`src/hw/rtl/sctt_pkg.sv`:
```
// Package for the sine/cosine/tangent table unit: widths, codes and the
// quarter-wave sine ROM in Q1.14. No dependencies.
package sctt_pkg;

    localparam int TABLE_ENTRIES = 181;
    localparam int TABLE_FRAC    = 14;
    localparam int FULL_TURN     = 3600;
    localparam int QUARTER_TURN  = 900;
    localparam int HALF_TURN     = 1800;
    localparam int THREE_QUARTER = 2700;

    localparam int REQ_W   = 2;
    localparam int ANGLE_W = 32;
    localparam int VALUE_W = 24;
    localparam int POLE_W  = 3;
    localparam int MAG_W   = 15;
    localparam int IDX_W   = 8;
    localparam int DEG_W   = 12;
    localparam int FOLD_W  = 10;

    // n / 3600 = (n >> 4) / 225, approximated by a reciprocal multiply.
    localparam int RECIP_W     = 29;
    localparam int RECIP_SHIFT = 36;
    localparam logic [RECIP_W-1:0] RECIP = 29'd305419896;
    localparam int PROD_W = (ANGLE_W - 4) + RECIP_W;
    localparam int QUO_W  = 21;

    // x / 5 = (x * 205) >> 10 for x below 1024.
    localparam logic [7:0] DIV5_MUL = 8'd205;
    localparam int DIV5_SHIFT = 10;

    typedef enum logic [REQ_W-1:0] {
        REQ_SIN = 2'd0,
        REQ_COS = 2'd1,
        REQ_TAN = 2'd2
    } req_t;

    typedef enum logic [POLE_W-1:0] {
        POLE_NONE     = 3'd0,
        POLE_EVEN_LOW = 3'd1,
        POLE_EVEN_HI  = 3'd2,
        POLE_ODD_LOW  = 3'd3,
        POLE_ODD_HI   = 3'd4
    } pole_t;

    typedef struct packed {
        logic [REQ_W-1:0]  req;
        logic              s_neg;
        logic              c_neg;
        logic [MAG_W-1:0]  s_mag;
        logic [MAG_W-1:0]  c_mag;
        logic [POLE_W-1:0] pole;
    } side_t;

    localparam logic [MAG_W-1:0] QUARTER_ROM [TABLE_ENTRIES] = '{
        15'd0, 15'd143, 15'd286, 15'd429, 15'd572, 15'd715, 15'd857, 15'd1000,
        15'd1143, 15'd1285, 15'd1428, 15'd1570, 15'd1713, 15'd1855, 15'd1997,
        15'd2139, 15'd2280, 15'd2422, 15'd2563, 15'd2704, 15'd2845, 15'd2986,
        15'd3126, 15'd3266, 15'd3406, 15'd3546, 15'd3686, 15'd3825, 15'd3964,
        15'd4102, 15'd4240, 15'd4378, 15'd4516, 15'd4653, 15'd4790, 15'd4927,
        15'd5063, 15'd5199, 15'd5334, 15'd5469, 15'd5604, 15'd5738, 15'd5872,
        15'd6005, 15'd6138, 15'd6270, 15'd6402, 15'd6533, 15'd6664, 15'd6794,
        15'd6924, 15'd7053, 15'd7182, 15'd7311, 15'd7438, 15'd7565, 15'd7692,
        15'd7818, 15'd7943, 15'd8068, 15'd8192, 15'd8316, 15'd8438, 15'd8561,
        15'd8682, 15'd8803, 15'd8923, 15'd9043, 15'd9162, 15'd9280, 15'd9397,
        15'd9514, 15'd9630, 15'd9746, 15'd9860, 15'd9974, 15'd10087, 15'd10199,
        15'd10311, 15'd10422, 15'd10531, 15'd10641, 15'd10749, 15'd10856,
        15'd10963, 15'd11069, 15'd11174, 15'd11278, 15'd11381, 15'd11484,
        15'd11585, 15'd11686, 15'd11786, 15'd11885, 15'd11982, 15'd12080,
        15'd12176, 15'd12271, 15'd12365, 15'd12458, 15'd12551, 15'd12642,
        15'd12733, 15'd12822, 15'd12911, 15'd12998, 15'd13085, 15'd13170,
        15'd13255, 15'd13338, 15'd13421, 15'd13502, 15'd13583, 15'd13662,
        15'd13741, 15'd13818, 15'd13894, 15'd13970, 15'd14044, 15'd14117,
        15'd14189, 15'd14260, 15'd14330, 15'd14399, 15'd14466, 15'd14533,
        15'd14598, 15'd14663, 15'd14726, 15'd14788, 15'd14849, 15'd14909,
        15'd14968, 15'd15025, 15'd15082, 15'd15137, 15'd15191, 15'd15244,
        15'd15296, 15'd15346, 15'd15396, 15'd15444, 15'd15491, 15'd15537,
        15'd15582, 15'd15626, 15'd15668, 15'd15709, 15'd15749, 15'd15788,
        15'd15826, 15'd15862, 15'd15897, 15'd15931, 15'd15964, 15'd15996,
        15'd16026, 15'd16055, 15'd16083, 15'd16110, 15'd16135, 15'd16159,
        15'd16182, 15'd16204, 15'd16225, 15'd16244, 15'd16262, 15'd16279,
        15'd16294, 15'd16309, 15'd16322, 15'd16333, 15'd16344, 15'd16353,
        15'd16362, 15'd16368, 15'd16374, 15'd16378, 15'd16382, 15'd16383,
        15'd16384
    };

    function automatic logic [MAG_W-1:0] rom_read(input logic [IDX_W-1:0] idx);
        logic [MAG_W-1:0] r;
        r = '0;
        if (idx < IDX_W'(TABLE_ENTRIES))
        begin
            r = QUARTER_ROM[idx];
        end
        return r;
    endfunction

endpackage

```
`src/hw/rtl/sctt_if.sv`:
```
// Valid/ready channel interfaces for the table unit's request and result.
// Depends on sctt_pkg.
interface sctt_req_if;
    import sctt_pkg::*;
    logic                      valid;
    logic                      ready;
    logic [REQ_W-1:0]          req_type;
    logic signed [ANGLE_W-1:0] angle;
    modport source (output valid, req_type, angle, input ready);
    modport sink (input valid, req_type, angle, output ready);
endinterface

interface sctt_res_if;
    import sctt_pkg::*;
    logic                      valid;
    logic                      ready;
    logic signed [VALUE_W-1:0] value;
    logic [POLE_W-1:0]         pole_code;
    modport source (output valid, value, pole_code, input ready);
    modport sink (input valid, value, pole_code, output ready);
endinterface

```
`src/hw/rtl/sctt_div.sv`:
```
// Pipelined restoring divider, one quotient bit per stage.
// Depends on sctt_pkg; stage enables come from the top level.
module sctt_div
    import sctt_pkg::*;
#(
    parameter int NUM_W = 31
)
(
    input  logic             clk,
    input  logic [NUM_W-1:0] en,
    input  logic [NUM_W-1:0] num,
    input  logic [MAG_W-1:0] den,
    output logic [NUM_W-1:0] quo
);

    logic [MAG_W-1:0] rem_reg [NUM_W];
    logic [NUM_W-1:0] num_reg [NUM_W];
    logic [NUM_W-1:0] quo_reg [NUM_W];
    logic [MAG_W-1:0] den_reg [NUM_W];

    for (genvar j = 0; j < NUM_W; j++)
    begin : g_stage
        logic [MAG_W-1:0] rem_prev;
        logic [NUM_W-1:0] num_prev;
        logic [NUM_W-1:0] quo_prev;
        logic [MAG_W-1:0] den_prev;
        logic [MAG_W:0]   trial;
        logic [MAG_W:0]   diff;
        logic             ge;

        if (j == 0)
        begin : g_first
            assign rem_prev = '0;
            assign num_prev = num;
            assign quo_prev = '0;
            assign den_prev = den;
        end
        else
        begin : g_next
            assign rem_prev = rem_reg[j-1];
            assign num_prev = num_reg[j-1];
            assign quo_prev = quo_reg[j-1];
            assign den_prev = den_reg[j-1];
        end

        assign trial = {rem_prev, num_prev[NUM_W-1]};
        assign diff  = trial - {1'b0, den_prev};
        assign ge    = (trial >= {1'b0, den_prev});

        always_ff @(posedge clk)
        begin
            if (en[j])
            begin
                rem_reg[j] <= ge ? diff[MAG_W-1:0] : trial[MAG_W-1:0];
                num_reg[j] <= {num_prev[NUM_W-2:0], 1'b0};
                quo_reg[j] <= {quo_prev[NUM_W-2:0], ge};
                den_reg[j] <= den_prev;
            end
        end
    end

    assign quo = quo_reg[NUM_W-1];

endmodule

```
`src/hw/rtl/sin_cos_tan_table_unit_top.sv`:
```
// Sine/cosine/tangent quarter-wave table unit, top level.
// Depends on sctt_pkg, sctt_if and sctt_div.
//
//   channel  role    payload
//   req_ch   sink    req_type (0 sine, 1 cosine, 2 tangent), angle (0.1 deg)
//   res_ch   source  value (signed, FRACTION_BITS fraction bits), pole_code
//
// One transaction enters per cycle while the pipeline is not stalled; each
// result passes through the five front stages, the one-bit-per-stage tangent
// divider and the output register.
// Reset clears the stage valid bits only; no clearing pass is needed.
// Each stage holds while the one after it is full and stalled, so bubbles
// close up and a request is taken whenever the front stage can move.
module sin_cos_tan_table_unit_top
    import sctt_pkg::*;
#(
    parameter int FRACTION_BITS = 16
)
(
    input  logic         clk,
    input  logic         rst_n,
    sctt_req_if.sink     req_ch,
    sctt_res_if.source   res_ch
);

    localparam int NUM_W  = MAG_W + FRACTION_BITS;
    localparam int FRONT  = 5;
    localparam int NS     = FRONT + NUM_W + 1;
    localparam logic [NUM_W-1:0] SAT_LIM = NUM_W'(1) << (VALUE_W - 1);

    // stage valid bits and the ready chain
    logic [NS-1:0] v_reg;
    logic [NS-1:0] v_next;
    logic [NS:0]   rdy;

    always_comb
    begin
        rdy[NS] = res_ch.ready;
        for (int i = NS - 1; i >= 0; i--)
        begin
            rdy[i] = !v_reg[i] || rdy[i+1];
        end
        for (int i = 0; i < NS; i++)
        begin
            if (!rdy[i])
            begin
                v_next[i] = v_reg[i];
            end
            else if (i == 0)
            begin
                v_next[i] = req_ch.valid;
            end
            else
            begin
                v_next[i] = v_reg[i-1];
            end
        end
    end

    always_ff @(posedge clk or negedge rst_n)
    begin
        if (!rst_n)
        begin
            v_reg <= '0;
        end
        else
        begin
            v_reg <= v_next;
        end
    end

    assign req_ch.ready = rdy[0];

    // stage A: magnitude and sign of the angle
    logic [REQ_W-1:0]   a_req_reg;
    logic               a_neg_reg;
    logic [ANGLE_W-1:0] a_mag_reg;

    always_ff @(posedge clk)
    begin
        if (rdy[0])
        begin
            a_req_reg <= req_ch.req_type;
            a_neg_reg <= req_ch.angle[ANGLE_W-1];
            a_mag_reg <= req_ch.angle[ANGLE_W-1] ? ANGLE_W'(-req_ch.angle)
                                                 : ANGLE_W'(req_ch.angle);
        end
    end

    // stage B: reciprocal multiply for the turn count
    logic [REQ_W-1:0]   b_req_reg;
    logic               b_neg_reg;
    logic [ANGLE_W-1:0] b_mag_reg;
    logic [PROD_W-1:0]  b_prod_reg;

    always_ff @(posedge clk)
    begin
        if (rdy[1])
        begin
            b_req_reg  <= a_req_reg;
            b_neg_reg  <= a_neg_reg;
            b_mag_reg  <= a_mag_reg;
            b_prod_reg <= PROD_W'(a_mag_reg[ANGLE_W-1:4]) * PROD_W'(RECIP);
        end
    end

    // stage C: remainder with one correction step; keep turn parity only
    logic [QUO_W-1:0]     c_q0;
    logic [ANGLE_W:0]     c_r0_full;
    logic [DEG_W:0]       c_r0;
    logic                 c_corr;
    logic [REQ_W-1:0]     c_req_reg;
    logic                 c_neg_reg;
    logic [DEG_W-1:0]     c_rem_reg;
    logic                 c_qpar_reg;

    assign c_q0      = b_prod_reg[RECIP_SHIFT +: QUO_W];
    assign c_r0_full = {1'b0, b_mag_reg}
                       - ((ANGLE_W + 1)'(c_q0) * (ANGLE_W + 1)'(FULL_TURN));
    assign c_r0      = c_r0_full[DEG_W:0];
    assign c_corr    = (c_r0 >= (DEG_W + 1)'(FULL_TURN));

    always_ff @(posedge clk)
    begin
        if (rdy[2])
        begin
            c_req_reg  <= b_req_reg;
            c_neg_reg  <= b_neg_reg;
            c_rem_reg  <= c_corr ? DEG_W'(c_r0 - (DEG_W + 1)'(FULL_TURN))
                                 : c_r0[DEG_W-1:0];
            c_qpar_reg <= c_q0[0] ^ c_corr;
        end
    end

    // stage D: reduced angle, quadrant fold, divide by five
    logic [DEG_W-1:0]  d_ang;
    logic              d_odd;
    logic [FOLD_W-1:0] d_sx;
    logic [FOLD_W-1:0] d_cx;
    logic              d_sneg;
    logic              d_cneg;
    logic [FOLD_W+7:0] d_sprod;
    logic [FOLD_W+7:0] d_cprod;

    always_comb
    begin
        if (c_neg_reg && c_rem_reg != '0)
        begin
            d_ang = DEG_W'(FULL_TURN) - c_rem_reg;
        end
        else
        begin
            d_ang = c_rem_reg;
        end
        d_odd = c_qpar_reg ^ (c_neg_reg && c_rem_reg != '0);

        if (d_ang <= DEG_W'(QUARTER_TURN))
        begin
            d_sx = FOLD_W'(d_ang);
            d_cx = FOLD_W'(DEG_W'(QUARTER_TURN) - d_ang);
            d_sneg = 1'b0;
            d_cneg = 1'b0;
        end
        else if (d_ang <= DEG_W'(HALF_TURN))
        begin
            d_sx = FOLD_W'(DEG_W'(HALF_TURN) - d_ang);
            d_cx = FOLD_W'(d_ang - DEG_W'(QUARTER_TURN));
            d_sneg = 1'b0;
            d_cneg = 1'b1;
        end
        else if (d_ang <= DEG_W'(THREE_QUARTER))
        begin
            d_sx = FOLD_W'(d_ang - DEG_W'(HALF_TURN));
            d_cx = FOLD_W'(DEG_W'(THREE_QUARTER) - d_ang);
            d_sneg = 1'b1;
            d_cneg = 1'b1;
        end
        else
        begin
            d_sx = FOLD_W'(DEG_W'(FULL_TURN) - d_ang);
            d_cx = FOLD_W'(d_ang - DEG_W'(THREE_QUARTER));
            d_sneg = 1'b1;
            d_cneg = 1'b0;
        end
        d_sprod = (FOLD_W + 8)'(d_sx) * (FOLD_W + 8)'(DIV5_MUL);
        d_cprod = (FOLD_W + 8)'(d_cx) * (FOLD_W + 8)'(DIV5_MUL);
    end

    logic [REQ_W-1:0] d_req_reg;
    logic [IDX_W-1:0] d_sidx_reg;
    logic [IDX_W-1:0] d_cidx_reg;
    logic             d_sneg_reg;
    logic             d_cneg_reg;
    logic             d_upper_reg;
    logic             d_odd_reg;

    always_ff @(posedge clk)
    begin
        if (rdy[3])
        begin
            d_req_reg   <= c_req_reg;
            d_sidx_reg  <= d_sprod[DIV5_SHIFT +: IDX_W];
            d_cidx_reg  <= d_cprod[DIV5_SHIFT +: IDX_W];
            d_sneg_reg  <= d_sneg;
            d_cneg_reg  <= d_cneg;
            d_upper_reg <= (d_ang >= DEG_W'(HALF_TURN));
            d_odd_reg   <= d_odd;
        end
    end

    // stage E: table lookups and the pole code
    side_t            e_side;
    side_t            e_side_reg;

    always_comb
    begin
        e_side.req   = d_req_reg;
        e_side.s_neg = d_sneg_reg;
        e_side.c_neg = d_cneg_reg;
        e_side.s_mag = rom_read(d_sidx_reg);
        e_side.c_mag = rom_read(d_cidx_reg);
        e_side.pole  = POLE_NONE;
        if (d_req_reg == REQ_TAN && e_side.c_mag == '0)
        begin
            case ({d_odd_reg, d_upper_reg})
                2'b00:   e_side.pole = POLE_EVEN_LOW;
                2'b01:   e_side.pole = POLE_EVEN_HI;
                2'b10:   e_side.pole = POLE_ODD_LOW;
                default: e_side.pole = POLE_ODD_HI;
            endcase
        end
    end

    always_ff @(posedge clk)
    begin
        if (rdy[4])
        begin
            e_side_reg <= e_side;
        end
    end

    // divider stages: tangent magnitude, side data travels alongside
    logic [NUM_W-1:0] div_quo;
    side_t            side_reg [NUM_W];

    sctt_div #(
        .NUM_W (NUM_W)
    ) u_div (
        .clk (clk),
        .en  (rdy[FRONT +: NUM_W]),
        .num ({e_side_reg.s_mag, FRACTION_BITS'(0)}),
        .den (e_side_reg.c_mag),
        .quo (div_quo)
    );

    always_ff @(posedge clk)
    begin
        for (int j = 0; j < NUM_W; j++)
        begin
            if (rdy[FRONT + j])
            begin
                side_reg[j] <= (j == 0) ? e_side_reg : side_reg[j-1];
            end
        end
    end

    // output stage: select, sign and saturate
    side_t                     o_side;
    logic [NUM_W-1:0]          o_mag;
    logic                      o_neg;
    logic signed [VALUE_W-1:0] o_value;
    logic signed [VALUE_W-1:0] value_reg;
    logic [POLE_W-1:0]         pole_reg;

    always_comb
    begin
        o_side = side_reg[NUM_W-1];
        o_mag  = '0;
        o_neg  = 1'b0;
        case (o_side.req)
            REQ_SIN:
            begin
                o_mag = NUM_W'(o_side.s_mag) << (FRACTION_BITS - TABLE_FRAC);
                o_neg = o_side.s_neg;
            end
            REQ_COS:
            begin
                o_mag = NUM_W'(o_side.c_mag) << (FRACTION_BITS - TABLE_FRAC);
                o_neg = o_side.c_neg;
            end
            REQ_TAN:
            begin
                if (o_side.pole == POLE_NONE)
                begin
                    o_mag = div_quo;
                    o_neg = o_side.s_neg ^ o_side.c_neg;
                end
            end
            default:
            begin
                o_mag = '0;
            end
        endcase

        if (o_neg)
        begin
            o_value = (o_mag > SAT_LIM) ? VALUE_W'(-SAT_LIM) : VALUE_W'(-o_mag);
        end
        else
        begin
            o_value = (o_mag > SAT_LIM - 1'b1) ? VALUE_W'(SAT_LIM - 1'b1)
                                                : VALUE_W'(o_mag);
        end
    end

    always_ff @(posedge clk)
    begin
        if (rdy[NS-1])
        begin
            value_reg <= o_value;
            pole_reg  <= o_side.pole;
        end
    end

    assign res_ch.valid     = v_reg[NS-1];
    assign res_ch.value     = value_reg;
    assign res_ch.pole_code = pole_reg;

`ifndef SYNTHESIS
    a_pole_zero_value: assert property (@(posedge clk) disable iff (!rst_n)
        res_ch.valid && res_ch.pole_code != POLE_NONE |-> res_ch.value == '0)
        else $error("pole result carries a nonzero value");

    a_pole_range: assert property (@(posedge clk) disable iff (!rst_n)
        res_ch.valid |-> res_ch.pole_code <= POLE_ODD_HI)
        else $error("pole code out of range");

    a_ready_when_empty: assert property (@(posedge clk) disable iff (!rst_n)
        !res_ch.valid |-> req_ch.ready)
        else $error("request stalled with an empty output register");

    a_occupancy: assert property (@(posedge clk) disable iff (!rst_n)
        req_ch.valid && req_ch.ready && !(res_ch.valid && res_ch.ready)
        |=> $countones(v_reg) == $past($countones(v_reg)) + 1)
        else $error("pipeline lost or duplicated a transaction");
`endif

endmodule
```
`src/flat_wrapper.sv`:
```
// flat-port wrapper written by rule: the top's interface ports become plain ports
module sin_cos_tan_table_unit_top_flat import sctt_pkg::*;
#(
    parameter int FRACTION_BITS = 16
)
  (clk, rst_n, req_ch_valid, req_ch_req_type, req_ch_angle, req_ch_ready, res_ch_valid, res_ch_value, res_ch_pole_code, res_ch_ready);
  sctt_req_if req_ch_i ();
  sctt_res_if res_ch_i ();
  input  logic clk;
  input  logic rst_n;
  input wire logic [$bits(req_ch_i.valid)-1:0] req_ch_valid;
  input wire logic [$bits(req_ch_i.req_type)-1:0] req_ch_req_type;
  input wire logic [$bits(req_ch_i.angle)-1:0] req_ch_angle;
  output wire logic [$bits(req_ch_i.ready)-1:0] req_ch_ready;
  output wire logic [$bits(res_ch_i.valid)-1:0] res_ch_valid;
  output wire logic [$bits(res_ch_i.value)-1:0] res_ch_value;
  output wire logic [$bits(res_ch_i.pole_code)-1:0] res_ch_pole_code;
  input wire logic [$bits(res_ch_i.ready)-1:0] res_ch_ready;
  assign req_ch_i.valid = req_ch_valid;
  assign req_ch_i.req_type = req_ch_req_type;
  assign req_ch_i.angle = req_ch_angle;
  assign req_ch_ready = req_ch_i.ready;
  assign res_ch_valid = res_ch_i.valid;
  assign res_ch_value = res_ch_i.value;
  assign res_ch_pole_code = res_ch_i.pole_code;
  assign res_ch_i.ready = res_ch_ready;
  sin_cos_tan_table_unit_top #(.FRACTION_BITS(FRACTION_BITS)) u_core (.clk(clk), .rst_n(rst_n), .req_ch(req_ch_i), .res_ch(res_ch_i));
endmodule
```
`config.mk`:
```
export PLATFORM = sky130hd
export DESIGN_NAME = sin_cos_tan_table_unit_top_flat
export DESIGN_NICKNAME = d
export VERILOG_FILES = /design/src/hw/rtl/sctt_pkg.sv /design/src/hw/rtl/sctt_if.sv /design/src/hw/rtl/sctt_div.sv /design/src/hw/rtl/sin_cos_tan_table_unit_top.sv /design/src/flat_wrapper.sv
export SDC_FILE = /design/constraint.sdc
export NUM_CORES = 2
export LEC_CHECK = 0
export BUFFER_PORTS_ARGS = -buffer_cell sky130_fd_sc_hd__buf_2
export CAP_MARGIN = 0
export CORE_AREA = 2 2 379 662
export CTS_CLUSTER_DIAMETER = 200
export CTS_CLUSTER_SIZE = 20
export DETAILED_ROUTE_END_ITERATION = 16
export DIE_AREA = 0 0 381 664
export PLACE_DENSITY = 0.76
export SLEW_MARGIN = 20
export SYNTH_ARGS = -nofsm -noshare
export SYNTH_HDL_FRONTEND = slang
export SYNTH_HIERARCHICAL = 1
export SYNTH_SLANG_ARGS = --single-unit
```
`constraint.sdc`:
```
create_clock -name clk -period 15.4 [get_ports clk]
set_input_delay 3.08 -clock clk [delete_from_list [all_inputs] [get_ports clk]]
set_output_delay 3.08 -clock clk [all_outputs]
set_load 0.03 [all_outputs]
```
-- Yosys cells after proc, flatten, opt, wreduce, memory -nomap -nowiden
Memory sizes are Yosys's and may differ from the RTL's. A register that Yosys moved wholly into a read port is not among the register bits.
Cells that the tools add are included.
- add/subtract/negate cells: 43
- $mul: 4
- reductions and logical operators: 82
- equality and inequality tests: 5
- $lt $le $gt $ge: 41
- bitwise operators: 5
- mux-type cells: 116
- operator list (kind ; count):
    $mux W15 ; 34
    $ge A16 B15 Y1 ; 30
    $sub A15 B15 Y15 ; 30
    $pmux W31 S3 ; 1
    $mux W24 ; 3
    $mux W1 ; 66
    $mux W31 ; 2
    $mux W10 ; 6
    $mul A28 B26 Y54 const B ; 1
    $sub A10 B10 Y10 const A ; 4
    $logic_not A1 Y1 ; 38
    $logic_or A1 B1 Y1 ; 37
    $mul A10 B8 Y18 const B ; 2
    $neg A32 Y32 ; 1
    $gt A31 B23 Y1 const B ; 1
    $gt A31 B24 Y1 const B ; 1
    $sub A10 B10 Y10 const B ; 3
    $mux W12 ; 2
    $neg A24 Y24 ; 1
    $mul A21 B8 Y9 const B ; 1
    $not A8 Y9 ; 2
    $lt A8 B8 Y1 const B ; 2
    $ge A1 B15 Y1 ; 1
    $logic_not A15 Y1 ; 1
    19 further kinds ; 26
- memory bits (writable): 3968
- register bits after elaboration: 229
- bits in read-only memories: 7680
- output and inout port bits: 29
- memories kept: 7
- input port bits: 38
- logic and storage cells: 366
- memory list (name ; words ; bits a word ; rd ports ; clocked after Yosys merged registers in ; wr ports ; RTL line ; source):
    (no name shown) ; 256 ; 15 ; 1 ; 1 ; 0 ; sctt_pkg.sv:92 ; r = QUARTER_ROM[idx];
    (no name shown) ; 256 ; 15 ; 1 ; 0 ; 0 ; sctt_pkg.sv:92 ;
    u_core.side_reg ; 31 ; 37 ; 31 ; 0 ; 31 ; sin_cos_tan_table_unit_top.sv:244 ; side_t side_reg [NUM_W];
    u_core.u_div.quo_reg ; 31 ; 31 ; 31 ; 0 ; 31 ; sctt_div.sv:18 ; logic [NUM_W-1:0] quo_reg [NUM_W];
    u_core.u_div.num_reg ; 31 ; 30 ; 30 ; 0 ; 31 ; sctt_div.sv:17 ; logic [NUM_W-1:0] num_reg [NUM_W];
    u_core.u_div.den_reg ; 31 ; 15 ; 30 ; 0 ; 31 ; sctt_div.sv:19 ; logic [MAG_W-1:0] den_reg [NUM_W];
    1 more memories ; n/a ; n/a ; n/a ; n/a ; n/a ; n/a ;

-- Depth between registers and ports, before layout
- word-level depth: 38
- gate-level depth with buffers: 33
- gate-level depth less buffers: 31

-- By module
Netlist, hierarchy kept.
- modules (own cells, without submodules) (module ; cells each ; sequential area each (um2) ; times used ; area an instance (um2)):
    sctt_div ; 6076 ; 55883.6 ; 1 ; 84253.3
    sin_cos_tan_table_unit_top ; 4386 ; 40233.6 ; 1 ; 63594.7

-- Least setup slack after synthesis
OpenSTA, ideal clock, no wires.
- path kind: input port to flip-flop
- from: input res_ch_ready
- to: memory u_core/side_reg[0][100] (netlist name), enable pin
- path slack: 0.157 ns
- setup time: 0.461 ns
- required time: 14.939 ns
- stages: 11
- path buffers: 0
- data arrival time: 14.783 ns
- path through: nor2b_1 -> nand2_1 -> nor2_1 -> nand2_1 -> nor3_1 -> nand2_1 -> nor3_1 -> and3_1 -> inv_1 -> nor2_1 -> nand2_1
- RTL lines (item ; RTL line ; source):
    from (decl) ; flat_wrapper.sv:18 ; input wire logic [$bits(res_ch_i.ready)-1:0] res_ch_ready;
    to (decl) ; sin_cos_tan_table_unit_top.sv:244 ;

-- Worst setup path after layout
- from: input res_ch_ready
- to: output req_ch_ready
- longest elaborated chain between the ends: 37
- RTL lines (item ; RTL line ; source):
    $logic_or A1 B1 Y1 (2 in a row) ; sin_cos_tan_table_unit_top.sv:41 ; rdy[i] = !v_reg[i] || rdy[i+1];
    via u_core.rdy[35] ; sin_cos_tan_table_unit_top.sv:34 ; logic [NS:0] rdy;
    $logic_or A1 B1 Y1 (4 in a row) ; sin_cos_tan_table_unit_top.sv:41 ;
    via u_core.rdy[31] ; sin_cos_tan_table_unit_top.sv:34 ;
    $logic_or A1 B1 Y1 (13 in a row) ; sin_cos_tan_table_unit_top.sv:41 ;
    via u_core.rdy[18] ; sin_cos_tan_table_unit_top.sv:34 ;
    $logic_or A1 B1 Y1 (18 in a row) ; sin_cos_tan_table_unit_top.sv:41 ;
    to (decl) ; flat_wrapper.sv:14 ; output wire logic [$bits(req_ch_i.ready)-1:0] req_ch_ready;
The timed path passes the listed nets, and every way through them passes these cells.

==> metrics <==
shortest period the worst path allows slightly above 10 ns; Horiz. Die Dim around 380 um; number of setup buffers added after CTS 0; Syn. warnings 6; pin count of the biggest net entering global routing slightly below 90; critical-path cell with the highest stage delay sky130_fd_sc_hd__nor3_1; placer's final routability congestion estimate 0.996; wire length of the first global-routing pass approximately 500000 um; async set or reset register ratio after synthesis 0.0115; portion of the post-synthesis area used by sequential elements 0.650; kind of end point of the critical path output pin; total number of vias 83400; Worst Skew 0.0810 ns; clock tree from TritonCTS done; count of flip-flops with a built-in enable after synthesis 3170; top-area cell type share of the netlist area 0.644; Post-Route Setup TNS 0 ns; Filler Cell Count 17900; initial antenna violation count 17; GR Overflow Total 0; cells along the critical path buf_2 > nor2b_1 > nand2_2 > nor2_1 > nand2_4 > nor3_1 > nand2_4 > nor2_1 > and3_1 > and2_1 > nand3_2 > buf_2; Cells after Synth 10500; biggest area contributors in the synthesized netlist sky130_fd_sc_hd__edfxtp_1 64%, sky130_fd_sc_hd__ha_1 7.2%, sky130_fd_sc_hd__fa_1 4.2%; max-slew headroom at the worst pin 0.245; cts hold-fix bufs 0; status complete, no violations; die height 664 um; startpoint type of the worst setup path input port; max-capacitance violation count 0; First-pass DRT Iterations 6; average cell area after synthesis approximately 14 um2; remaining antenna violation count 0; worst min path class reg -> reg; row cnt 242; required time at the worst-slack endpoint 12.32 ns; Worst-path clk slew 0.08 ns; via count of the first global-routing pass 88400; die outline area 253000 um2; flops & latches, synth 3207; clk_lat worst skew 0.89 ns; final hold violation count 0; number of distinct standard cells referenced by the synthesized netlist 113; max-slew violations 0; crit-path max FO 37; unrepaired setup endpoints after global routing no; clock buffers created by TritonCTS 186; layout-stage area growth over the synthesis result 6.58%; cell type with the largest total area after synthesis sky130_fd_sc_hd__edfxtp_1; violation count after the first detailed-route iteration 5157; share of final-layout standard cells stronger than drive strength 1 0.0689; area of the placeable core about 250000 um2; # DRC 0; number of gates given a new drive strength after cts 0; number of buffers on the longest clock path 4; buffer cell driving the clock tree root sky130_fd_sc_hd__clkbuf_16; Post-Synthesis Cell Area 148000 um2; initial cell density of the core 0.597; final design utilization 0.636; Setup Viol. Count Final 0; # H-tree levels 4; final HPWL from detailed placement 249000 um; arrival time at the worst endpoint 7.03 ns; average wire per cell in the routed design 24.3 um; number of sinks on the clock net 3207; count of buffers inserted at the top-level ports 66; total routed wirelength about 340000 um; top_reg_cell synth sky130_fd_sc_hd__edfxtp_1; category of the most critical setup path in -> out; achievable frequency slightly below 100 MHz; io pins 67; Slew @ Worst Pin 1.12 ns; number of flip-flops under the largest register name 1147; ratio of routed vias to standard cells 5.97; final worst-path cycle share 0.656; delay of the slowest critical-path stage 0.77 ns; count of nets after finishing 11800; global-route usage over all layers 0.268
[worst max-delay path: cells and delay by family]
kind | cells | cell delay (ns)
buf+inv | 2 | 0.31
simple gates | 10 | 3.62
[cell usage in the layout (no fill, tap or decap), types with 77 or more instances in the layout]
master                      Yosys  routed
sky130_fd_sc_hd__a21o_1       136     136
sky130_fd_sc_hd__xnor2_1      236     236
sky130_fd_sc_hd__xor2_1       104     104
sky130_fd_sc_hd__mux2_2       200     200
sky130_fd_sc_hd__edfxtp_1    3170    3170
sky130_fd_sc_hd__a21oi_1      508     508
sky130_fd_sc_hd__nand3_1      148     141
sky130_fd_sc_hd__o21a_1       121     121
sky130_fd_sc_hd__nand2_1      600     589
sky130_fd_sc_hd__buf_4          4     108
sky130_fd_sc_hd__nor2b_1      116     116
sky130_fd_sc_hd__nor3_1       146     145
sky130_fd_sc_hd__nand2b_1     108     108
sky130_fd_sc_hd__mux2i_1       77      77
sky130_fd_sc_hd__nand4_1       77      77
sky130_fd_sc_hd__o21ai_0      556     554
sky130_fd_sc_hd__nor2_1       472     471
sky130_fd_sc_hd__inv_1       1113    1102
sky130_fd_sc_hd__ha_1         850     850
sky130_fd_sc_hd__o211ai_1      89      89
sky130_fd_sc_hd__a211oi_1      82      82
sky130_fd_sc_hd__clkbuf_16      0     190
sky130_fd_sc_hd__fa_1         310     310
[kinds of logic after synthesis]
logic type               count (synthesis)  synth area share
AO/OA/AOI/OAI                         2117            0.0939
XOR/XNOR                               341            0.0203
adder cells (fa/ha/maj)               1160             0.114
buffers and inverters                 1370            0.0354
flip-flops                            3207             0.650
multiplexers                           297            0.0223
other                                    1         0.0000254
AND/OR/NAND/NOR                       1969            0.0641
[synthesized netlist by cell type (all sizes together) (26+ instances only)]
cell	instances
o22ai	34
a221oi	29
o31ai	76
o211ai	91
nand4	77
o21ai	573
xor2	104
edfxtp	3170
mux2	217
inv	1116
a211o	34
a31oi	68
or2	45
o41ai	26
a21boi	28
o31a	39
dfrtp	37
xnor2	237
nand2b	108
nand2	600
a21o	137
nor2	472
nor3	147
nor2b	117
a21oi	509
clkbuf	188
mux2i	78
or3	57
and3	41
buf	60
o21a	122
nand3	148
and2	44
ha	850
fa	310
a211oi	82
[metal layers]
metal  vias to the layer above  track usage  part of all wire
li1                      38800            -                 -
met3                       978       0.0293             0.033
met2                      2287        0.536              0.57
met4                         6        0.178             0.078
met1                     41300        0.248              0.32
met5                         -            0           0.00014
[through the flow]
stage	area (um2)	hold slack [ns]	worst slack (ns)	instances
2_1_floorplan	148000	0.400	0.157	10500
3_3_place_gp	152000	0.400	5.01	13700
3_5_place_dp	152000	0.405	5.16	13700
4_1_cts	157000	0.351	5.16	14000
5_1_grt	158000	0.362	4.75	14000
6_report	158000	0.358	5.29	14000
[path summary, 6_finish.rpt]
| check | startpoint | to | slack [ns] | cells past startpoint |
|---|---|---|---|---|
| worst min-delay path | u_core/side_reg[1][167] | u_core/side_reg[1][204] | 0.36 | 0 |
| worst max register to register | u_core/c_rem_reg[0] | u_core/d_cidx_reg[4] | 5.31 | 29 |
| max in group asynchronous | rst_n | u_core/v_reg[17] | 12.68 | 1 |
| min in group asynchronous | rst_n | u_core/v_reg[30] | 2.22 | 1 |
| worst max-delay path | res_ch_ready | req_ch_ready | 5.29 | 12 |
| worst min register to register | u_core/side_reg[1][167] | u_core/side_reg[1][204] | 0.36 | 0 |
[layout make-up]
cell class	count	area, um2	area share
Clock inverter	5	73.8	0.000468
Antenna cell	12	30.0	0.000191
Inverter	1122	4230	0.0268
Timing Repair Buffer	178	1240	0.00788
Tap cell	3294	4120	0.0262
Sequential cell	3207	96100	0.610
Multi-Input combinational cell	5900	46800	0.297
Clock buffer	251	4980	0.0316
Power is not shown: default switching activity piles up to over one toggle a cycle in this logic, so the estimate is an artifact.
